## config.mk

```make
export PLATFORM = sky130hd
export DESIGN_NAME = jaae_ctrl
export DESIGN_NICKNAME = d
export VERILOG_FILES = /design/src/sv/jaae_pkg.sv /design/src/sv/jaae_ctrl.sv
export SDC_FILE = /design/constraint.sdc
export NUM_CORES = 1
export LEC_CHECK = 0
export BUFFER_PORTS_ARGS = -buffer_cell sky130_fd_sc_hd__buf_4
export CAP_MARGIN = 5
export CORE_MARGIN = 1.5
export CORE_UTILIZATION = 54
export DETAILED_ROUTE_END_ITERATION = 6
export GPL_TIMING_DRIVEN = 0
export PLACE_DENSITY_LB_ADDON = 0.15
export SLEW_MARGIN = 20
export SYNTH_ARGS = -nofsm -noshare
export SYNTH_HDL_FRONTEND = slang
export SYNTH_SLANG_ARGS = --single-unit
```

## constraint.sdc

```tcl
create_clock -name clk -period 3.1 [get_ports clk]
set_input_delay 0.62 -clock clk [delete_from_list [all_inputs] [get_ports clk]]
set_output_delay 0.62 -clock clk [all_outputs]
set_load 0.05 [all_outputs]
```

## src/sv/jaae_pkg.sv

```systemverilog
// ----------------------------------------------------------------------------
// jaae_pkg
// Shared constants, probability estimation tables and the command and status
// records that pass between the encoder controller and its datapath.
// ----------------------------------------------------------------------------
package jaae_pkg;

  localparam int CONTEXTS          = 1024;
  localparam int ESTIMATION_STATES = 113;
  localparam int FILL_COUNT_MAX    = 65535;

  localparam int CTX_W = $clog2(CONTEXTS);
  localparam int ST_W  = 7;
  localparam int A_W   = 17;
  localparam int C_W   = 28;
  localparam int CT_W  = 4;
  localparam int SC_W  = 16;
  localparam int CF_W  = 29;
  localparam int CX_W  = CF_W + 16;

  localparam logic [1:0] OP_ENCODE = 2'd0;
  localparam logic [1:0] OP_START  = 2'd1;
  localparam logic [1:0] OP_FLUSH  = 2'd2;
  localparam logic [1:0] OP_NOP    = 2'd3;

  localparam logic [A_W-1:0]  A_INIT  = 17'h10000;
  localparam logic [CT_W-1:0] CT_INIT = 4'd11;
  localparam logic [CT_W-1:0] CT_BYTE = 4'd8;

  localparam logic [15:0] LSZ_TAB [ESTIMATION_STATES] = '{
    16'h5a1d, 16'h2586, 16'h1114, 16'h080b, 16'h03d8, 16'h01da, 16'h00e5, 16'h006f,
    16'h0036, 16'h001a, 16'h000d, 16'h0006, 16'h0003, 16'h0001, 16'h5a7f, 16'h3f25,
    16'h2cf2, 16'h207c, 16'h17b9, 16'h1182, 16'h0cef, 16'h09a1, 16'h072f, 16'h055c,
    16'h0406, 16'h0303, 16'h0240, 16'h01b1, 16'h0144, 16'h00f5, 16'h00b7, 16'h008a,
    16'h0068, 16'h004e, 16'h003b, 16'h002c, 16'h5ae1, 16'h484c, 16'h3a0d, 16'h2ef1,
    16'h261f, 16'h1f33, 16'h19a8, 16'h1518, 16'h1177, 16'h0e74, 16'h0bfb, 16'h09f8,
    16'h0861, 16'h0706, 16'h05cd, 16'h04de, 16'h040f, 16'h0363, 16'h02d4, 16'h025c,
    16'h01f8, 16'h01a4, 16'h0160, 16'h0125, 16'h00f6, 16'h00cb, 16'h00ab, 16'h008f,
    16'h5b12, 16'h4d04, 16'h412c, 16'h37d8, 16'h2fe8, 16'h293c, 16'h2379, 16'h1edf,
    16'h1aa9, 16'h174e, 16'h1424, 16'h119c, 16'h0f6b, 16'h0d51, 16'h0bb6, 16'h0a40,
    16'h5832, 16'h4d1c, 16'h438e, 16'h3bdd, 16'h34ee, 16'h2eae, 16'h299a, 16'h2516,
    16'h5570, 16'h4ca9, 16'h44d9, 16'h3e22, 16'h3824, 16'h32b4, 16'h2e17, 16'h56a8,
    16'h4f46, 16'h47e5, 16'h41cf, 16'h3c3d, 16'h375e, 16'h5231, 16'h4c0f, 16'h4639,
    16'h415e, 16'h5627, 16'h50e7, 16'h4b85, 16'h5597, 16'h504f, 16'h5a10, 16'h5522,
    16'h59eb
  };

  localparam logic [ST_W-1:0] NMPS_TAB [ESTIMATION_STATES] = '{
    7'd1, 7'd2, 7'd3, 7'd4, 7'd5, 7'd6, 7'd7, 7'd8, 7'd9, 7'd10, 7'd11, 7'd12,
    7'd13, 7'd13, 7'd15, 7'd16, 7'd17, 7'd18, 7'd19, 7'd20, 7'd21, 7'd22, 7'd23,
    7'd24, 7'd25, 7'd26, 7'd27, 7'd28, 7'd29, 7'd30, 7'd31, 7'd32, 7'd33, 7'd34,
    7'd35, 7'd9, 7'd37, 7'd38, 7'd39, 7'd40, 7'd41, 7'd42, 7'd43, 7'd44, 7'd45,
    7'd46, 7'd47, 7'd48, 7'd49, 7'd50, 7'd51, 7'd52, 7'd53, 7'd54, 7'd55, 7'd56,
    7'd57, 7'd58, 7'd59, 7'd60, 7'd61, 7'd62, 7'd63, 7'd32, 7'd65, 7'd66, 7'd67,
    7'd68, 7'd69, 7'd70, 7'd71, 7'd72, 7'd73, 7'd74, 7'd75, 7'd76, 7'd77, 7'd78,
    7'd79, 7'd48, 7'd81, 7'd82, 7'd83, 7'd84, 7'd85, 7'd86, 7'd87, 7'd71, 7'd89,
    7'd90, 7'd91, 7'd92, 7'd93, 7'd94, 7'd86, 7'd96, 7'd97, 7'd98, 7'd99, 7'd100,
    7'd93, 7'd102, 7'd103, 7'd104, 7'd99, 7'd106, 7'd107, 7'd103, 7'd109, 7'd107,
    7'd111, 7'd109, 7'd111
  };

  localparam logic [ST_W-1:0] NLPS_TAB [ESTIMATION_STATES] = '{
    7'd1, 7'd14, 7'd16, 7'd18, 7'd20, 7'd23, 7'd25, 7'd28, 7'd30, 7'd33, 7'd35,
    7'd9, 7'd10, 7'd12, 7'd15, 7'd36, 7'd38, 7'd39, 7'd40, 7'd42, 7'd43, 7'd45,
    7'd46, 7'd48, 7'd49, 7'd51, 7'd52, 7'd54, 7'd56, 7'd57, 7'd59, 7'd60, 7'd62,
    7'd63, 7'd32, 7'd33, 7'd37, 7'd64, 7'd65, 7'd67, 7'd68, 7'd69, 7'd70, 7'd72,
    7'd73, 7'd74, 7'd75, 7'd77, 7'd78, 7'd79, 7'd48, 7'd50, 7'd50, 7'd51, 7'd52,
    7'd53, 7'd54, 7'd55, 7'd56, 7'd57, 7'd58, 7'd59, 7'd61, 7'd61, 7'd65, 7'd80,
    7'd81, 7'd82, 7'd83, 7'd84, 7'd86, 7'd87, 7'd87, 7'd72, 7'd72, 7'd74, 7'd74,
    7'd75, 7'd77, 7'd77, 7'd80, 7'd88, 7'd89, 7'd90, 7'd91, 7'd92, 7'd93, 7'd86,
    7'd88, 7'd95, 7'd96, 7'd97, 7'd99, 7'd99, 7'd93, 7'd95, 7'd101, 7'd102,
    7'd103, 7'd104, 7'd99, 7'd105, 7'd106, 7'd107, 7'd103, 7'd105, 7'd108,
    7'd109, 7'd110, 7'd111, 7'd110, 7'd112, 7'd112
  };

  function automatic logic mps_switch(input logic [ST_W-1:0] st);
    logic sw;
    case (st) inside
      7'd0, 7'd14, 7'd36, 7'd64, 7'd80, 7'd88, 7'd95, 7'd105, 7'd110, 7'd112: sw = 1'b1;
      default: sw = 1'b0;
    endcase
    return sw;
  endfunction

  typedef struct packed {
    logic accept;
    logic clr_step;
    logic enc_eval;
    logic ren_step;
    logic fl_prep;
    logic fl_lead;
    logic fl_b1;
    logic fl_b2;
    logic push_last;
  } cmd_t;

  typedef struct packed {
    logic out_free;
    logic need_renorm;
    logic renorm_done;
    logic clr_last;
    logic pend_valid;
  } sts_t;

endpackage

```

## src/sv/jaae_ctrl.sv

```systemverilog
// ----------------------------------------------------------------------------
// jaae_ctrl
// Sequencer for the encoder: context clearing, pixel coding with
// renormalization, stripe flush and delivery of the final result.
// ----------------------------------------------------------------------------
module jaae_ctrl (
  input  logic           clk,
  input  logic           rst,
  input  logic           in_valid,
  input  logic [1:0]     opcode,
  input  logic           reset_contexts,
  output logic           in_stall,
  input  jaae_pkg::sts_t sts,
  output jaae_pkg::cmd_t cmd
);

  typedef enum logic [8:0] {
    S_CLR  = 9'b000000001,
    S_IDLE = 9'b000000010,
    S_ENC  = 9'b000000100,
    S_REN  = 9'b000001000,
    S_FL1  = 9'b000010000,
    S_FL2  = 9'b000100000,
    S_FL3  = 9'b001000000,
    S_FL4  = 9'b010000000,
    S_FIN  = 9'b100000000
  } state_t;

  state_t state, state_next;

  assign in_stall = (state != S_IDLE);

  always_comb begin
    state_next = state;
    cmd        = '0;
    unique case (state)
      S_CLR: begin
        cmd.clr_step = 1'b1;
        if (sts.clr_last) begin
          state_next = S_IDLE;
        end
      end
      S_IDLE: begin
        if (in_valid) begin
          cmd.accept = 1'b1;
          unique case (opcode)
            jaae_pkg::OP_ENCODE: state_next = S_ENC;
            jaae_pkg::OP_START:  state_next = reset_contexts ? S_CLR : S_IDLE;
            jaae_pkg::OP_FLUSH:  state_next = S_FL1;
            default:             state_next = S_IDLE;
          endcase
        end
      end
      S_ENC: begin
        cmd.enc_eval = 1'b1;
        state_next   = sts.need_renorm ? S_REN : S_FIN;
      end
      S_REN: begin
        // A step may produce a byte, so it waits for room at the output.
        if (sts.out_free) begin
          cmd.ren_step = 1'b1;
          if (sts.renorm_done) begin
            state_next = S_FIN;
          end
        end
      end
      S_FL1: begin
        cmd.fl_prep = 1'b1;
        state_next  = S_FL2;
      end
      S_FL2: begin
        if (sts.out_free) begin
          cmd.fl_lead = 1'b1;
          state_next  = S_FL3;
        end
      end
      S_FL3: begin
        if (sts.out_free) begin
          cmd.fl_b1  = 1'b1;
          state_next = S_FL4;
        end
      end
      S_FL4: begin
        if (sts.out_free) begin
          cmd.fl_b2  = 1'b1;
          state_next = S_FIN;
        end
      end
      S_FIN: begin
        if (!sts.pend_valid) begin
          state_next = S_IDLE;
        end else if (sts.out_free) begin
          cmd.push_last = 1'b1;
          state_next    = S_IDLE;
        end
      end
      default: state_next = S_IDLE;
    endcase
  end

  always_ff @(posedge clk) begin
    if (rst) begin
      state <= S_CLR;
    end else begin
      state <= state_next;
    end
  end

endmodule

```

==> flow_metrics.env <==
export IMPL_hold_start="opcode[1]"
export IMPL_core_um2=1320
export IMPL_dr_pass1_iters=4
export IMPL_ys_ff_latch=9
export IMPL_p_leak_nw=0.406
export IMPL_num_antenna_cells=0
export IMPL_min_to="state[2]"
export IMPL_numCtsBuffers=3
export IMPL_post_cts_buffers=0
export IMPL_setup_viol=0
export IMPL_combPwrFrac_pct=28.0
export IMPL_status="complete, no violations"
export IMPL_io_pins=21
export IMPL_grt_pass1_wl_um=2970
export IMPL_crit_type="register to primary output"
export IMPL_rows=13
export IMPL_min_path_cells=2
export IMPL_viasPerCell=6.18
export IMPL_antenna_left=0
export IMPL_finClkSkew_ns=0.00978
export IMPL_drc=0
export IMPL_grt_use_met3_pct=3.80
export IMPL_root_buffer="clkbuf_4"
export IMPL_worst_setup_path_start_kind="register"
export IMPL_place_port_buffers=19
export IMPL_ir_worst_vdd_v=0.000283
export IMPL_yosysWarnings=0
export IMPL_ff2ff_path_depth=6
export IMPL_htree_levels=1
export IMPL_cts_resized=0
export IMPL_clock_fmax_ghz=0.376
export IMPL_drive_gt1_share_pct=36.8
export IMPL_switching_share_pct=32.1
export IMPL_die_width_um=40.8
export IMPL_final_util_pct=73.4
export IMPL_top_regs="state (9)"
export IMPL_routedWlPerCell_um=14.9
export IMPL_r2r_start="state[4]"
export IMPL_synth_fp_nets=102
export IMPL_timing_slew_headroom_pct=69.0
export IMPL_grt_busiest_layer="met2"
export IMPL_use_met1_pct=36.3
export IMPL_crit_path_max_fanout=9
export IMPL_critPathCaptureType="primary output"
export IMPL_min_period_ns=2.66
export IMPL_cts_tree="done"
export IMPL_overflow=0
export IMPL_ys_seq_area_share_pct=23.3
export IMPL_hold_violations=0
export IMPL_p_int_mw=0.204
export IMPL_pwr_share_clk_pct=31.3
export IMPL_yosysUniqueCellTypes=35
export IMPL_ff2ff_setup_slack_ns=1.30
export IMPL_cts_buffer_depth=2
export IMPL_initial_utilization_pct=58.7
export IMPL_max_flop_register="state"
export IMPL_hold_class="primary input to register"
export IMPL_die_h_um=40.8
export IMPL_timing_rr_end="state[1]"
export IMPL_cellPowerDensity_nw_per_um2=311
export IMPL_drt_total_wl_um=1920
export IMPL_tns_ns=0
export IMPL_fillers=108
export IMPL_die_area_um2=1670
export IMPL_rsz0062_at_grt="no"
export IMPL_finalWeightedCongestion=0.822
export IMPL_nets=126
export IMPL_via_count=797
export IMPL_clk_pin_slew_worst_paths_ns=0.07
export IMPL_drt_iter0_drc=15
export IMPL_seq_power_share_pct=40.7
export IMPL_largest_register_ff_count=9
export IMPL_max_cap_viol_count=0
export IMPL_numClockSinks=9
export IMPL_grtUsageTotal_pct=27.3
export IMPL_p_sw_mw=0.0968
export IMPL_area_growth_pct=25.1
export IMPL_worst_endpoint_required_ns=2.48
export IMPL_worstMarginPinSlew_ns=0.462
export IMPL_syn_inst=91
export IMPL_cts_hold_buf=0
export IMPL_grt_use_met2_pct=42.2
export IMPL_place_hpwl_um=1490
export IMPL_syn_avg_cell_area_um2=8.50
export IMPL_fin_crit_sh_pct=85.7
export IMPL_antenna_found_initial=0
export IMPL_syn_area_um2=773
export IMPL_maxSlewViolCount=0
export IMPL_grt_max_degree=11
export IMPL_clock_latency_ns=0.27
export IMPL_critPathArrivalTime_ns=2.04
export IMPL_grt_pass1_vias=692
## power by group through the flow
stage / Combinational, mW / Clock [mW] / Sequential, mW
5_1_grt: 0.0920 / 0.101 / 0.123
6_report: 0.0842 / 0.0941 / 0.123
3_5_place_dp: 0.0836 / 0 / 0.125
4_1_cts: 0.0839 / 0.0944 / 0.123
3_3_place_gp: 0.0822 / 0 / 0.125
2_1_floorplan: 0.0582 / 0 / 0.125
## cells in the mapped netlist, drive strengths merged
cell type  number  area (um2)
xor2            2        17.5
a211oi          1        20.0
nand3           6        30.0
nor2           10        37.5
o41ai           1        16.3
nor4            6        62.6
nor4b           7        73.8
a21oi           4        20.0
nor2b           2        12.5
a21boi          1        7.51
o21ai           3        15.0
a32o            1        10.0
and4            1        8.76
o211ai          1        7.51
o221a           1        11.3
inv             5        18.8
nand2b          1        6.26
nand2           2        7.51
or3             3        28.8
dfxtp           9         180
nor3            2        10.0
o311ai          1        8.76
nor3b           3        22.5
clkbuf          1        3.75
buf             7        52.5
and3            4        25.0
o31a            1        8.76
o22ai           1        20.0
nand4           2        12.5
or2             2        17.5
## worst max-delay path, cell delays in order, from the launching register on
cell and delay (ns):
dfxtp_1 0.31, buf_6 0.13, nor4_2 0.47, nor4b_1 0.39
and3_1 0.26, buf_4 0.21
## how the worst max path moves through the flow
| stage | startpoint | end | slack, ns | depth (start not counted) |
|---|---|---|---|---|
| global placement | state[1] | cmd[6] | 0.81 | 5 |
| CTS | state[1] | cmd[6] | 0.49 | 5 |
| floorplan | state[1] | cmd[1] | 0.38 | 4 |
| detailed placement | state[1] | cmd[6] | 0.79 | 5 |
| global route | state[1] | cmd[6] | 0.37 | 5 |
| finish | state[1] | cmd[6] | 0.44 | 5 |
## final cells by class
cell class	count	area (um2)	share of cell area (%)
buffer	8	56.3	5.82
tap	15	18.8	1.94
sequential	9	180	18.6
timing repair buffer	19	143	14.7
clock buffer	4	26.3	2.72
multi-input combinational	69	524	54.2
inverter	5	18.8	1.94
## cells by family (layout without fill, tap and decap cells)
family	after synthesis	after routing	share of synthesized area [%]
AOI/OAI and AO/OA	16	16	18.8
and+or+nand+nor	51	51	46.0
DFF	9	9	23.3
xor gates and xnor gates	2	2	2.27
buffers and inverters	13	36	9.71
## layer usage
layer  routed length (um)  part of all wire (%)
met4                   40                   2.1
met1                  889                    46
met3                   75                   3.9
met5                    0                     0
met2                  915                    48
## per-stage QoR
step / cell area, um2 / std cells / setup WS [ns] / power, mW / hold WS (ns)
finish: 967 / 129 / 0.443 / 0.301 / 0.517
global route: 967 / 129 / 0.372 / 0.316 / 0.525
CTS: 967 / 129 / 0.489 / 0.301 / 0.521
detailed placement: 941 / 125 / 0.795 / 0.209 / 0.669
global placement: 941 / 125 / 0.810 / 0.207 / 0.669
floorplan: 779 / 91 / 0.376 / 0.183 / 0.620
## cells in the final DEF, fill, tap and decap left out, types with 2 or more instances in the layout
master | netlist | routed
clkbuf_4 | 0 | 3
nor2b_1 | 2 | 2
nor3b_1 | 3 | 3
clkbuf_1 | 1 | 2
a21oi_1 | 4 | 4
nor4b_2 | 2 | 3
buf_6 | 3 | 3
o21ai_1 | 3 | 3
nor4b_1 | 5 | 4
nor4_2 | 4 | 4
nand4_1 | 2 | 2
nand2_1 | 2 | 2
or2_4 | 2 | 2
buf_4 | 0 | 19
buf_2 | 3 | 3
nand3_1 | 6 | 6
inv_1 | 5 | 5
and3_1 | 4 | 4
dfxtp_1 | 9 | 9
nor3_1 | 2 | 2
nor2_1 | 10 | 10
xor2_1 | 2 | 2
nor4_1 | 2 | 2
or3_4 | 2 | 2
Power figures use the tool's default switching activity.
